### config.mk
export PLATFORM = sky130hd
export DESIGN_NAME = button_debounce_long_press
export DESIGN_NICKNAME = d
export VERILOG_FILES = /design/src/hdl/bdlp_pkg.sv /design/src/hdl/button_debounce_long_press.sv /design/src/hdl/bdlp_cfg.sv /design/src/hdl/bdlp_eval.sv
export SDC_FILE = /design/constraint.sdc
export NUM_CORES = 1
export LEC_CHECK = 0
export ABC_AREA = 1
export BUFFER_PORTS_ARGS = -buffer_cell sky130_fd_sc_hd__buf_4
export CAP_MARGIN = 40
export CORE_AREA = 2 2 301 184
export DETAILED_ROUTE_END_ITERATION = 6
export DIE_AREA = 0 0 303 186
export SKIP_CTS_REPAIR_TIMING = 1
export SLEW_MARGIN = 20
export SYNTH_ARGS = -nofsm -noshare
export SYNTH_HDL_FRONTEND = slang
export SYNTH_SLANG_ARGS = --single-unit
### constraint.sdc
create_clock -name clk -period 4.4 [get_ports clk]
set_clock_uncertainty 0.1 [all_clocks]
set_input_delay 0 -clock clk [delete_from_list [all_inputs] [get_ports clk]]
set_output_delay 0 -clock clk [all_outputs]
set_load 0.05 [all_outputs]
### src/hdl/bdlp_pkg.sv
// Shared types, event codes and register defaults for the button debounce block.
`default_nettype none

package bdlp_pkg;

  localparam int unsigned TIME_W  = 32;
  localparam int unsigned BTN_W   = 3;
  localparam int unsigned CFG_W   = 16;
  localparam int unsigned CIDX_W  = 8;

  localparam logic [CFG_W-1:0] DEBOUNCE_RST   = 16'd25;
  localparam logic [CFG_W-1:0] GUARD_RST      = 16'd60;
  localparam logic [CFG_W-1:0] LONG_PRESS_RST = 16'd900;

  localparam logic [BTN_W-1:0] MASK_LEFT   = 3'b001;
  localparam logic [BTN_W-1:0] MASK_RIGHT  = 3'b010;
  localparam logic [BTN_W-1:0] MASK_CENTER = 3'b100;

  typedef enum logic [CIDX_W-1:0] {
    REG_DEBOUNCE   = 8'd0,
    REG_GUARD      = 8'd1,
    REG_LONG_PRESS = 8'd2
  } reg_idx_t;

  typedef enum logic [2:0] {
    EV_NONE   = 3'd0,
    EV_CENTER = 3'd1,
    EV_LEFT   = 3'd2,
    EV_RIGHT  = 3'd3,
    EV_LONG   = 3'd4
  } event_t;

  typedef struct packed {
    logic [CFG_W-1:0] debounce_ms;
    logic [CFG_W-1:0] repeat_guard_ms;
    logic [CFG_W-1:0] long_press_ms;
  } cfg_t;

endpackage

`default_nettype wire

### src/hdl/button_debounce_long_press.sv
// Top level of the button debounce and long-press detector.
// Throughput: one item per cycle unless out_stall holds back a full result;
// the state update is a single pass of compares.
// The input register and the result register each hold one item, so a new
// sample can be taken while a finished result still waits downstream.
// Reset (rst, synchronous) restores register defaults and clears control state.
`default_nettype none

module button_debounce_long_press
  import bdlp_pkg::*;
(
  input  wire logic              clk,
  input  wire logic              rst,
  // Sample channel.
  input  wire logic              in_valid,
  output logic                   in_stall,
  input  wire logic [BTN_W-1:0]  raw_buttons,
  input  wire logic [TIME_W-1:0] now_ms,
  // Result channel.
  output logic                   out_valid,
  input  wire logic              out_stall,
  output logic [2:0]             event_res,
  // Configuration write channel.
  input  wire logic              cfg_valid,
  output logic                   cfg_ready,
  input  wire logic [CIDX_W-1:0] cfg_index,
  input  wire logic [CFG_W-1:0]  cfg_data
);

  cfg_t              cfg;
  logic              hold_valid;
  logic [BTN_W-1:0]  hold_raw;
  logic [TIME_W-1:0] hold_now;
  logic              advance;
  logic              in_take;
  event_t            ev;

  // Registers always writable; user must keep block idle on change; not enforced.
  assign cfg_ready = 1'b1;

  bdlp_cfg u_cfg (
    .clk      (clk),
    .rst      (rst),
    .wr_en    (cfg_valid),
    .wr_index (cfg_index),
    .wr_data  (cfg_data),
    .cfg      (cfg)
  );

  // The held item moves on when the result slot is empty or being emptied.
  // The state machine in bdlp_eval commits at the same edge, so the item
  // right behind it sees the updated state.
  assign advance  = hold_valid && (!out_valid || !out_stall);
  assign in_stall = hold_valid && !advance;
  assign in_take  = in_valid && !in_stall;

  always_ff @(posedge clk) begin
    if (rst) begin
      hold_valid <= 1'b0;
    end else if (in_take) begin
      hold_valid <= 1'b1;
    end else if (advance) begin
      hold_valid <= 1'b0;
    end
  end

  always_ff @(posedge clk) begin
    if (in_take) begin
      hold_raw <= raw_buttons;
      hold_now <= now_ms;
    end
  end

  bdlp_eval u_eval (
    .clk  (clk),
    .rst  (rst),
    .step (advance),
    .raw  (hold_raw),
    .now  (hold_now),
    .cfg  (cfg),
    .ev   (ev)
  );

  // Result register: every sample yields exactly one result item.
  always_ff @(posedge clk) begin
    if (rst) begin
      out_valid <= 1'b0;
    end else if (advance) begin
      out_valid <= 1'b1;
    end else if (!out_stall) begin
      out_valid <= 1'b0;
    end
  end

  always_ff @(posedge clk) begin
    if (advance) begin
      event_res <= ev;
    end
  end

`ifndef SYNTHESIS
  a_advance_fills: assert property (@(posedge clk) disable iff (rst)
    advance |=> out_valid)
    else $error("result slot empty after an item advanced");

  a_stall_reason: assert property (@(posedge clk) disable iff (rst)
    in_stall |-> (hold_valid && out_valid && out_stall))
    else $error("sample channel stalled without a blocked result");

  a_event_code: assert property (@(posedge clk) disable iff (rst)
    out_valid |-> (event_res == EV_NONE || event_res == EV_CENTER ||
                   event_res == EV_LEFT || event_res == EV_RIGHT ||
                   event_res == EV_LONG))
    else $error("result item carries an undefined event code");

  a_reset_clears: assert property (@(posedge clk)
    rst |=> (!out_valid && !hold_valid))
    else $error("pipeline not empty after reset");
`endif

endmodule

`default_nettype wire

### src/hdl/bdlp_cfg.sv
// Configuration register file for the button debounce block.
`default_nettype none

module bdlp_cfg
  import bdlp_pkg::*;
(
  input  wire logic              clk,
  input  wire logic              rst,
  input  wire logic              wr_en,
  input  wire logic [CIDX_W-1:0] wr_index,
  input  wire logic [CFG_W-1:0]  wr_data,
  output cfg_t                   cfg
);

  always_ff @(posedge clk) begin
    if (rst) begin
      cfg.debounce_ms     <= DEBOUNCE_RST;
      cfg.repeat_guard_ms <= GUARD_RST;
      cfg.long_press_ms   <= LONG_PRESS_RST;
    end else if (wr_en) begin
      unique case (wr_index)
        REG_DEBOUNCE:   cfg.debounce_ms     <= wr_data;
        REG_GUARD:      cfg.repeat_guard_ms <= wr_data;
        REG_LONG_PRESS: cfg.long_press_ms   <= wr_data;
        default: begin
          // Writes outside the register list are dropped.
        end
      endcase
    end
  end

endmodule

`default_nettype wire

### src/hdl/bdlp_eval.sv
// Debounce and press tracking state with the single-pass event decision.
`default_nettype none

module bdlp_eval
  import bdlp_pkg::*;
(
  input  wire logic              clk,
  input  wire logic              rst,
  input  wire logic              step,
  input  wire logic [BTN_W-1:0]  raw,
  input  wire logic [TIME_W-1:0] now,
  input  wire cfg_t              cfg,
  output event_t                 ev
);

  logic [BTN_W-1:0]  last_raw, last_raw_next;
  logic [TIME_W-1:0] change_time, change_time_next;
  logic [BTN_W-1:0]  stable, stable_next;
  logic              press, press_next;
  logic              long_sent, long_sent_next;
  logic [BTN_W-1:0]  latched, latched_next;
  logic [TIME_W-1:0] start_time, start_time_next;
  logic [TIME_W-1:0] event_time, event_time_next;

  logic [TIME_W-1:0] since_change, since_start, since_event;
  logic              settling, guard_block, long_due;

  assign since_change = now - change_time;
  assign since_start  = now - start_time;
  assign since_event  = now - event_time;

  assign settling    = since_change < {{(TIME_W-CFG_W){1'b0}}, cfg.debounce_ms};
  assign guard_block = since_event < {{(TIME_W-CFG_W){1'b0}}, cfg.repeat_guard_ms};
  assign long_due    = since_start >= {{(TIME_W-CFG_W){1'b0}}, cfg.long_press_ms};

  always_comb begin
    last_raw_next    = last_raw;
    change_time_next = change_time;
    stable_next      = stable;
    press_next       = press;
    long_sent_next   = long_sent;
    latched_next     = latched;
    start_time_next  = start_time;
    event_time_next  = event_time;
    ev               = EV_NONE;

    if (raw != last_raw) begin
      last_raw_next    = raw;
      change_time_next = now;
    end else if (settling) begin
      ev = EV_NONE;
    end else if (raw != stable) begin
      stable_next = raw;
      if (raw != '0 && !press) begin
        press_next      = 1'b1;
        long_sent_next  = 1'b0;
        latched_next    = raw;
        start_time_next = now;
      end else if (raw == '0 && press) begin
        press_next = 1'b0;
        if (!guard_block && !long_sent) begin
          event_time_next = now;
          if ((latched & MASK_CENTER) != '0) begin
            ev = EV_CENTER;
          end else if (latched == MASK_LEFT) begin
            ev = EV_LEFT;
          end else if (latched == MASK_RIGHT) begin
            ev = EV_RIGHT;
          end
        end
      end
    end else if (press && !long_sent && (stable & MASK_CENTER) != '0 && long_due) begin
      long_sent_next  = 1'b1;
      event_time_next = now;
      ev              = EV_LONG;
    end
  end

  always_ff @(posedge clk) begin
    if (rst) begin
      last_raw    <= '0;
      change_time <= '0;
      stable      <= '0;
      press       <= 1'b0;
      long_sent   <= 1'b0;
      latched     <= '0;
      start_time  <= '0;
      event_time  <= '0;
    end else if (step) begin
      last_raw    <= last_raw_next;
      change_time <= change_time_next;
      stable      <= stable_next;
      press       <= press_next;
      long_sent   <= long_sent_next;
      latched     <= latched_next;
      start_time  <= start_time_next;
      event_time  <= event_time_next;
    end
  end

endmodule

`default_nettype wire

==> impl_metrics.py, run 1 <==
metrics = {
    "synth": {
        "synth_top_area_share_pct": 19.8,
        "synth_top_area_cell": "dfxtp_1",
        "synth-seq-area-share_pct": 26.9,
        "synth_common_cells": "nand2_1 (784), inv_1 (509), a21oi_1 (215), nor2_1 (201), dfxtp_1 (157)",
        "yosysMostFrequentCell": "nand2_1",
        "synth_fa_ha_area_share_pct": 11.5,
        "synth_compound_gate_area_share_pct": 11.8,
        "muxShareOfSynthArea_pct": 0,
        "synthCells": 2556,
        "yosysUniqueCellTypes": 49,
        "yosys_warnings": 0,
        "synth_xor_area_share_pct": 2.92,
        "ys.flop_type": "dfxtp_1",
        "synth-seq-cells": 195,
        "synth-edff-count": 38,
        "synth_top_family_by_area": "simple AND/OR/NAND/NOR gates",
        "syn-mean-instance-area_sq_um": 6.22,
        "synth_area_sq_um": 15900,
        "synth-simple-area-share_pct": 32.5,
        "synth_fp_nets": 2764,
        "synth_area_leaders": "dfxtp_1 (20%), nand2_1 (19%), inv_1 (12%)",
        "synthArstFlopShare_pct": 0,
    },
    "clocking": {
        "clk_pin_slew_worst_paths_ps": 80,
        "cts_max_level": 4,
        "clockBufferDepth": 2,
        "cts-buffers-inserted": 17,
        "clock_latency_ps": 470,
        "numClockSinks": 195,
        "cts_tree": "done",
        "clock-root-buffer": "clkbuf_16",
    },
    "floorplan": {
        "die_w_microns": 303,
        "die_area_sq_um": 56400,
        "start_util_pct": 29.7,
        "fp.coreArea_sq_um": 53600,
        "io_pins": 70,
        "fp.dieH_microns": 186,
        "rows": 66,
    },
    "grt": {
        "grt_start_max_net_pins": 65,
        "grt_pass1_wl_mm": 78.0,
        "antenna_found_initial": 3,
        "grt_overflow": 0,
        "grtUsageTotal_pct": 18.2,
        "grt_pass1_vias": 13656,
    },
    "routing": {
        "drc_errors": 2,
        "met3_wirelength_mm": 6.10,
        "via_per_inst": 4.64,
        "wl_mm": 51.8,
        "routedWlPerCell_microns": 15.2,
        "drt-met1-wl_mm": 27.2,
        "dr_total_vias": 15864,
        "top_layer": "met5",
        "antenna_left": 0,
        "detailedRoute.firstIterationViolations": 1663,
        "wl_met2_mm": 18.2,
        "dr.pass1.iters": 7,
    },
    "critical_path": {
        "worst_path_max_delay_cell": "edfxtp_1",
        "critPathMaxFanout": 18,
        "required_ps": 4700,
        "path_delay_family": "simple AND/OR/NAND/NOR gates",
        "crit_buf_inv": 4,
        "endpoint_kind": "flop",
        "worstPathCellList": "buf_4 -> ha_1 -> buf_4 -> nand2_1 -> inv_1 -> nand2_1 -> nand2_1 -> nand2_1 -> nand3_1 -> xor2_1 -> ha_1 -> nand2_1 -> nor2_1 -> a211oi_1 -> a21oi_1 -> nor2_2 -> nand3_4 -> nand2_8 -> nor2_8 -> buf_4 -> nand3_1 -> a21oi_1",
        "critPathLaunchType": "flop",
        "crit_top_cell": "nand2_1",
        "cp.arrival_ps": 4370,
        "timing_worst_setup_path_type": "flop to flop",
        "cpPeakStageDelay_ps": 480,
    },
    "timing": {
        "finalCriticalPeriod_ps": 4070,
        "max_freq_ghz": 0.246,
        "rsz0062_at_grt": "no",
        "tns_ps": 0,
        "worstMarginPinSlew_ps": 824,
        "slew_headroom_pct": 44.9,
        "holdWs_ps": -48.7,
        "hold_viol": 2,
        "fin_crit_sh_pct": 92.6,
        "slew_violations": 0,
        "setup_violations": 0,
    },
    "power_and_ir_drop": {
        "powerDensity_nw_per_um2": 277,
        "power.leakage_nw": 9.29,
        "vdd_drop_max_uv": 285,
        "power_mw": 5.19,
    },
    "final_layout": {
        "post-route-util_pct": 35.0,
        "fin_nets": 2897,
        "area_growth_pct": 18.0,
        "fillers": 5798,
        "instances_no_fill": 3416,
        "diodes": 0,
        "drive_above_1_share_pct": 8.36,
    },
    "place": {
        "globalplace.congestion": 0.955,
        "io_buffers": 68,
        "dp_cells": 3298,
        "place_hpwl_mm": 41.5,
    },
    "flow_run": {
        "max_cap_violations": 0,
    },
    "worst_hold_path": {
        "hp-class": "primary input to flop",
    },
    "run_status": {
        "outcome": "finished with violations",
        "failed_checks": "DRC, hold timing",
    },
}
## area by class of cell
type                    count  area [sq um]  area share [%]
multi-input cells        1779          9450            50.4
repair buffers            171          1520            8.09
clock buffers              17           425            2.27
clock inverters            15           215            1.15
flip-flops and latches    195          4280            22.8
well taps                 714           893            4.76
inverters                 525          1970            10.5
## sequential cells by signal, summed over array words and instances, names as in the netlist
signal	cells
u_eval.change_time	32
u_eval.stable	3
u_cfg.cfg	48
hold_now	32
u_eval.press	1
event_res	3
u_eval.latched	3
u_eval.last_raw	3
u_eval.start_time	32
out_valid	1
u_eval.event_time	32
u_eval.long_sent	1
hold_valid	1
hold_raw	3
## power by group
part | switching (mW) | leakage, nW | total (mW) | internal, mW
combinational | 0.946 | 7.34 | 1.50 | 0.553
clock | 0.820 | 0.309 | 1.74 | 0.922
sequential | 0.0716 | 1.64 | 1.95 | 1.88
total | 1.84 | 9.29 | 5.19 | 3.35
## routing by layer
layer,vias up,global-route usage (%)
met5,-,0
met4,2,2.98
met3,26,6.00
met2,567,22.6
met1,7046,29.1
li1,8223,-
## layout by cell type (no fill, tap or decap), types with 5 or more instances in the layout
master and instances:
nand4_1 20, buf_4 101, o21bai_1 12, nor2_2 12
xor2_1 43, o21ai_0 83, o211ai_1 13, a21oi_2 8
dfxtp_1 157, nand2_2 17, xnor2_1 10, ha_1 134
inv_1 508, inv_6 5, a21oi_1 214, dlygate4sd3_1 64
nand3_1 154, inv_2 14, nand3_2 8, nor3_1 15
nor2_1 197, nand3b_1 6, nand2_1 782, a211oi_1 8
clkbuf_16 17, ha_2 5, edfxtp_1 38
## through the flow
stage	area (sq um)	setup slack, ps
2_1_floorplan	15900	971
3_3_place_gp	17100	150
3_5_place_dp	17200	99.7
4_1_cts	17800	70.6
5_1_grt	18800	10.6
6_report	18800	327
## cell families (layout without fill, tap and decap cells)
logic type / count (synthesis) / after routing
other: 1 / 1
AOI/OAI and AO/OA: 346 / 346
DFF: 195 / 195
buffers and inverters: 585 / 728
adders and majority gates: 144 / 144
and+or+nand+nor: 1232 / 1235
xor gates and xnor gates: 53 / 53
## worst min-delay path, stage by stage
cell and delay (ps):
buf_4 110, inv_1 40, nor2_1 50, nand2_1 180, a21oi_1 90
## path summary, 6_finish.rpt
check,from,endpoint,slack [ps],cells past startpoint
max reg2reg,hold_now[5]$_DFFE_PP_,u_eval.start_time[3]$_SDFFE_PP0P_,330,22
min reg2reg,u_cfg.cfg[23]$_SDFFE_PP0P_,u_cfg.cfg[23]$_SDFFE_PP0P_,360,2
min,cfg_valid,u_cfg.cfg[47]$_SDFFE_PP0P_,-50,5
max,hold_now[5]$_DFFE_PP_,u_eval.start_time[3]$_SDFFE_PP0P_,330,22
(Power assumes the default switching activity.)
==> run 2: changes to the inputs <==
- REMOVE_ABC_BUFFERS: unset -> 1
==> impl_metrics.py, run 2 (synthesis results as in run 1) <==
metrics = {
    "run_status": {
        "outcome": "finished with violations",
        "failed_checks": "DRC",
    },
    "grt": {
        "grtUsageTotal_pct": 17.8,
        "grt_start_max_net_pins": 65,
        "grt_overflow": 0,
        "grt_pass1_wl_mm": 76.9,
        "grt_pass1_vias": 13731,
        "antenna_found_initial": 1,
    },
    "floorplan": {
        "start_util_pct": 29.7,
        "die_w_microns": 303,
        "fp.dieH_microns": 186,
        "io_pins": 70,
        "rows": 66,
        "die_area_sq_um": 56400,
        "fp.coreArea_sq_um": 53600,
    },
    "power_and_ir_drop": {
        "vdd_drop_max_uv": 236,
        "seqPwrFrac_pct": 38.2,
        "powerDensity_nw_per_um2": 272,
        "clkPwrFrac_pct": 32.3,
        "switchingPower_mw": 1.88,
        "swShare_pct": 36.9,
        "combPwrFrac_pct": 29.5,
        "p_int_mw": 3.21,
        "power.leakage_nw": 9.26,
    },
    "final_layout": {
        "most-common-layout-cells": "nand2_1 (783), inv_1 (509), a21oi_1 (214)",
        "regMostFlops": "u_cfg.cfg",
        "drive_above_1_share_pct": 8.07,
        "fin_nets": 2896,
        "largest_reg_flops": 48,
        "instances_no_fill": 3416,
        "area_growth_pct": 17.5,
        "layout_commonest_cell": "nand2_1",
    },
    "place": {
        "dp_cells": 3302,
        "globalplace.congestion": 0.916,
        "io_buffers": 68,
        "place_hpwl_mm": 39.8,
    },
    "timing": {
        "hold_viol": 0,
        "worstMarginPinSlew_ps": 832,
        "finalCriticalPeriod_ps": 4160,
        "rsz0062_at_grt": "no",
        "holdWs_ps": 123,
        "slew_headroom_pct": 44.4,
        "max_freq_ghz": 0.240,
        "slew_violations": 0,
        "setup_violations": 0,
        "fin_crit_sh_pct": 94.5,
        "tns_ps": 0,
    },
    "clocking": {
        "cts_max_level": 4,
        "clock_latency_ps": 480,
        "cts_tree": "done",
        "clockBufferDepth": 2,
        "clock-root-buffer": "clkbuf_16",
        "numClockSinks": 195,
        "cts-buffers-inserted": 17,
        "clk_pin_slew_worst_paths_ps": 90,
    },
    "routing": {
        "routedWlPerCell_microns": 14.9,
        "dr_total_vias": 15764,
        "detailedRoute.firstIterationViolations": 1709,
        "drc_errors": 2,
        "via_per_inst": 4.61,
        "antenna_left": 0,
        "dr.pass1.iters": 7,
        "wl_mm": 51.0,
    },
    "worst_hold_path": {
        "hp-class": "primary input to flop",
    },
    "critical_path": {
        "crit_start": "hold_now[0]$_DFFE_PP_",
        "worst_path_max_delay_cell": "nor2_4",
        "cpPeakStageDelay_ps": 550,
        "critPathLaunchType": "flop",
        "required_ps": 4700,
        "timing_worst_setup_path_type": "flop to flop",
        "reg2reg_to": "u_eval.event_time[30]$_SDFFE_PP0P_",
        "endpoint_kind": "flop",
        "worstPathCellList": "inv_1 -> ha_1 -> inv_1 -> fa_2 -> nand2_1 -> nand3_1 -> buf_4 -> nand2_1 -> nand2_1 -> xor2_1 -> ha_1 -> nand2_1 -> nor2_1 -> a211oi_2 -> nand3_1 -> nor2_1 -> nand3_1 -> nor2_2 -> nand3_4 -> nand3_4 -> nor2_4 -> a21oi_1 -> nor2_1",
        "critPathMaxFanout": 16,
        "cp.arrival_ps": 4460,
        "r2r_cells": 23,
        "r2r-start": "hold_now[0]$_DFFE_PP_",
        "crit_top_cell": "nand2_1",
        "rrSetupSlack_ps": 240,
        "critPathCapture": "u_eval.event_time[30]$_SDFFE_PP0P_",
    },
    "flow_run": {
        "max_cap_violations": 0,
    },
}
## run 2: cell count changes in the layout (fill, tap and decap cells not counted), moves of 3 or more
| cell | before | now |
|---|---|---|
| bufinv_16 | 3 | 0 |
| nor2_1 | 197 | 200 |
| ha_1 | 134 | 140 |
| inv_6 | 5 | 1 |
| dlygate4sd3_1 | 64 | 61 |
| clkinv_8 | 3 | 6 |
| ha_2 | 5 | 1 |
## run 2: stage by stage
stage          setup slack (ps)  instance area [sq um]  utilization (%)  power [mW]
6_report                    241                  18700             34.9        5.09
5_1_grt                    2.54                  18700             34.8        5.40
4_1_cts                    67.1                  17800             33.3        5.03
3_5_place_dp               98.9                  17200             32.1        3.39
2_1_floorplan               910                  15600                -        2.95
3_3_place_gp                103                  17200             32.1        3.39
## run 2: worst max-delay path: cells and delay by family (launching register included)
kind / cells / cell delay [ps]
adders and majority gates: 3 / 900
AOI/OAI and AO/OA: 2 / 180
xor gates and xnor gates: 1 / 160
buffers and inverters: 3 / 430
and+or+nand+nor: 14 / 1870
DFF: 1 / 400
## run 2: area by class of cell
type	instances	area (sq um)
sequential	195	4280
clock buffer	18	429
tap	714	893
clock inverter	14	183
inverter	525	1970
fill	5796	34900
timing repair buffer	167	1480
antenna	1	2.50
multi-input combinational	1782	9440
## run 2: per-layer routing
metal / global-route usage, % / up-vias / wire length [microns]
li1: - / 8229 / -
met1: 29.2 / 6989 / 27400
met2: 22.8 / 522 / 18500
met3: 3.49 / 24 / 4710
met4: 3.29 / 0 / 390
met5: 0 / - / 0
## run 2: power by group through the flow
| stage | clock network, mW | registers, mW | logic [mW] |
|---|---|---|---|
| CTS | 1.67 | 1.96 | 1.39 |
| global route | 1.75 | 1.95 | 1.70 |
| global placement | 0 | 2.00 | 1.39 |
| floorplan | 0 | 1.96 | 0.990 |
| detailed placement | 0 | 2.00 | 1.39 |
| finish | 1.64 | 1.94 | 1.50 |
## run 2: worst min-delay path by stage
stage | startpoint | end | slack (ps) | cells past startpoint
6_report | cfg_valid | u_cfg.cfg[13]$_SDFFE_PP0P_ | 120 | 3
5_1_grt | now_ms[11] | hold_now[11]$_DFFE_PP_ | 120 | 2
4_1_cts | now_ms[11] | hold_now[11]$_DFFE_PP_ | -430 | 1
3_5_place_dp | now_ms[25] | hold_now[25]$_DFFE_PP_ | 80 | 1
3_3_place_gp | now_ms[5] | hold_now[5]$_DFFE_PP_ | 80 | 1
2_1_floorplan | rst | u_eval.start_time[25]$_SDFFE_PP0P_ | -40 | 1
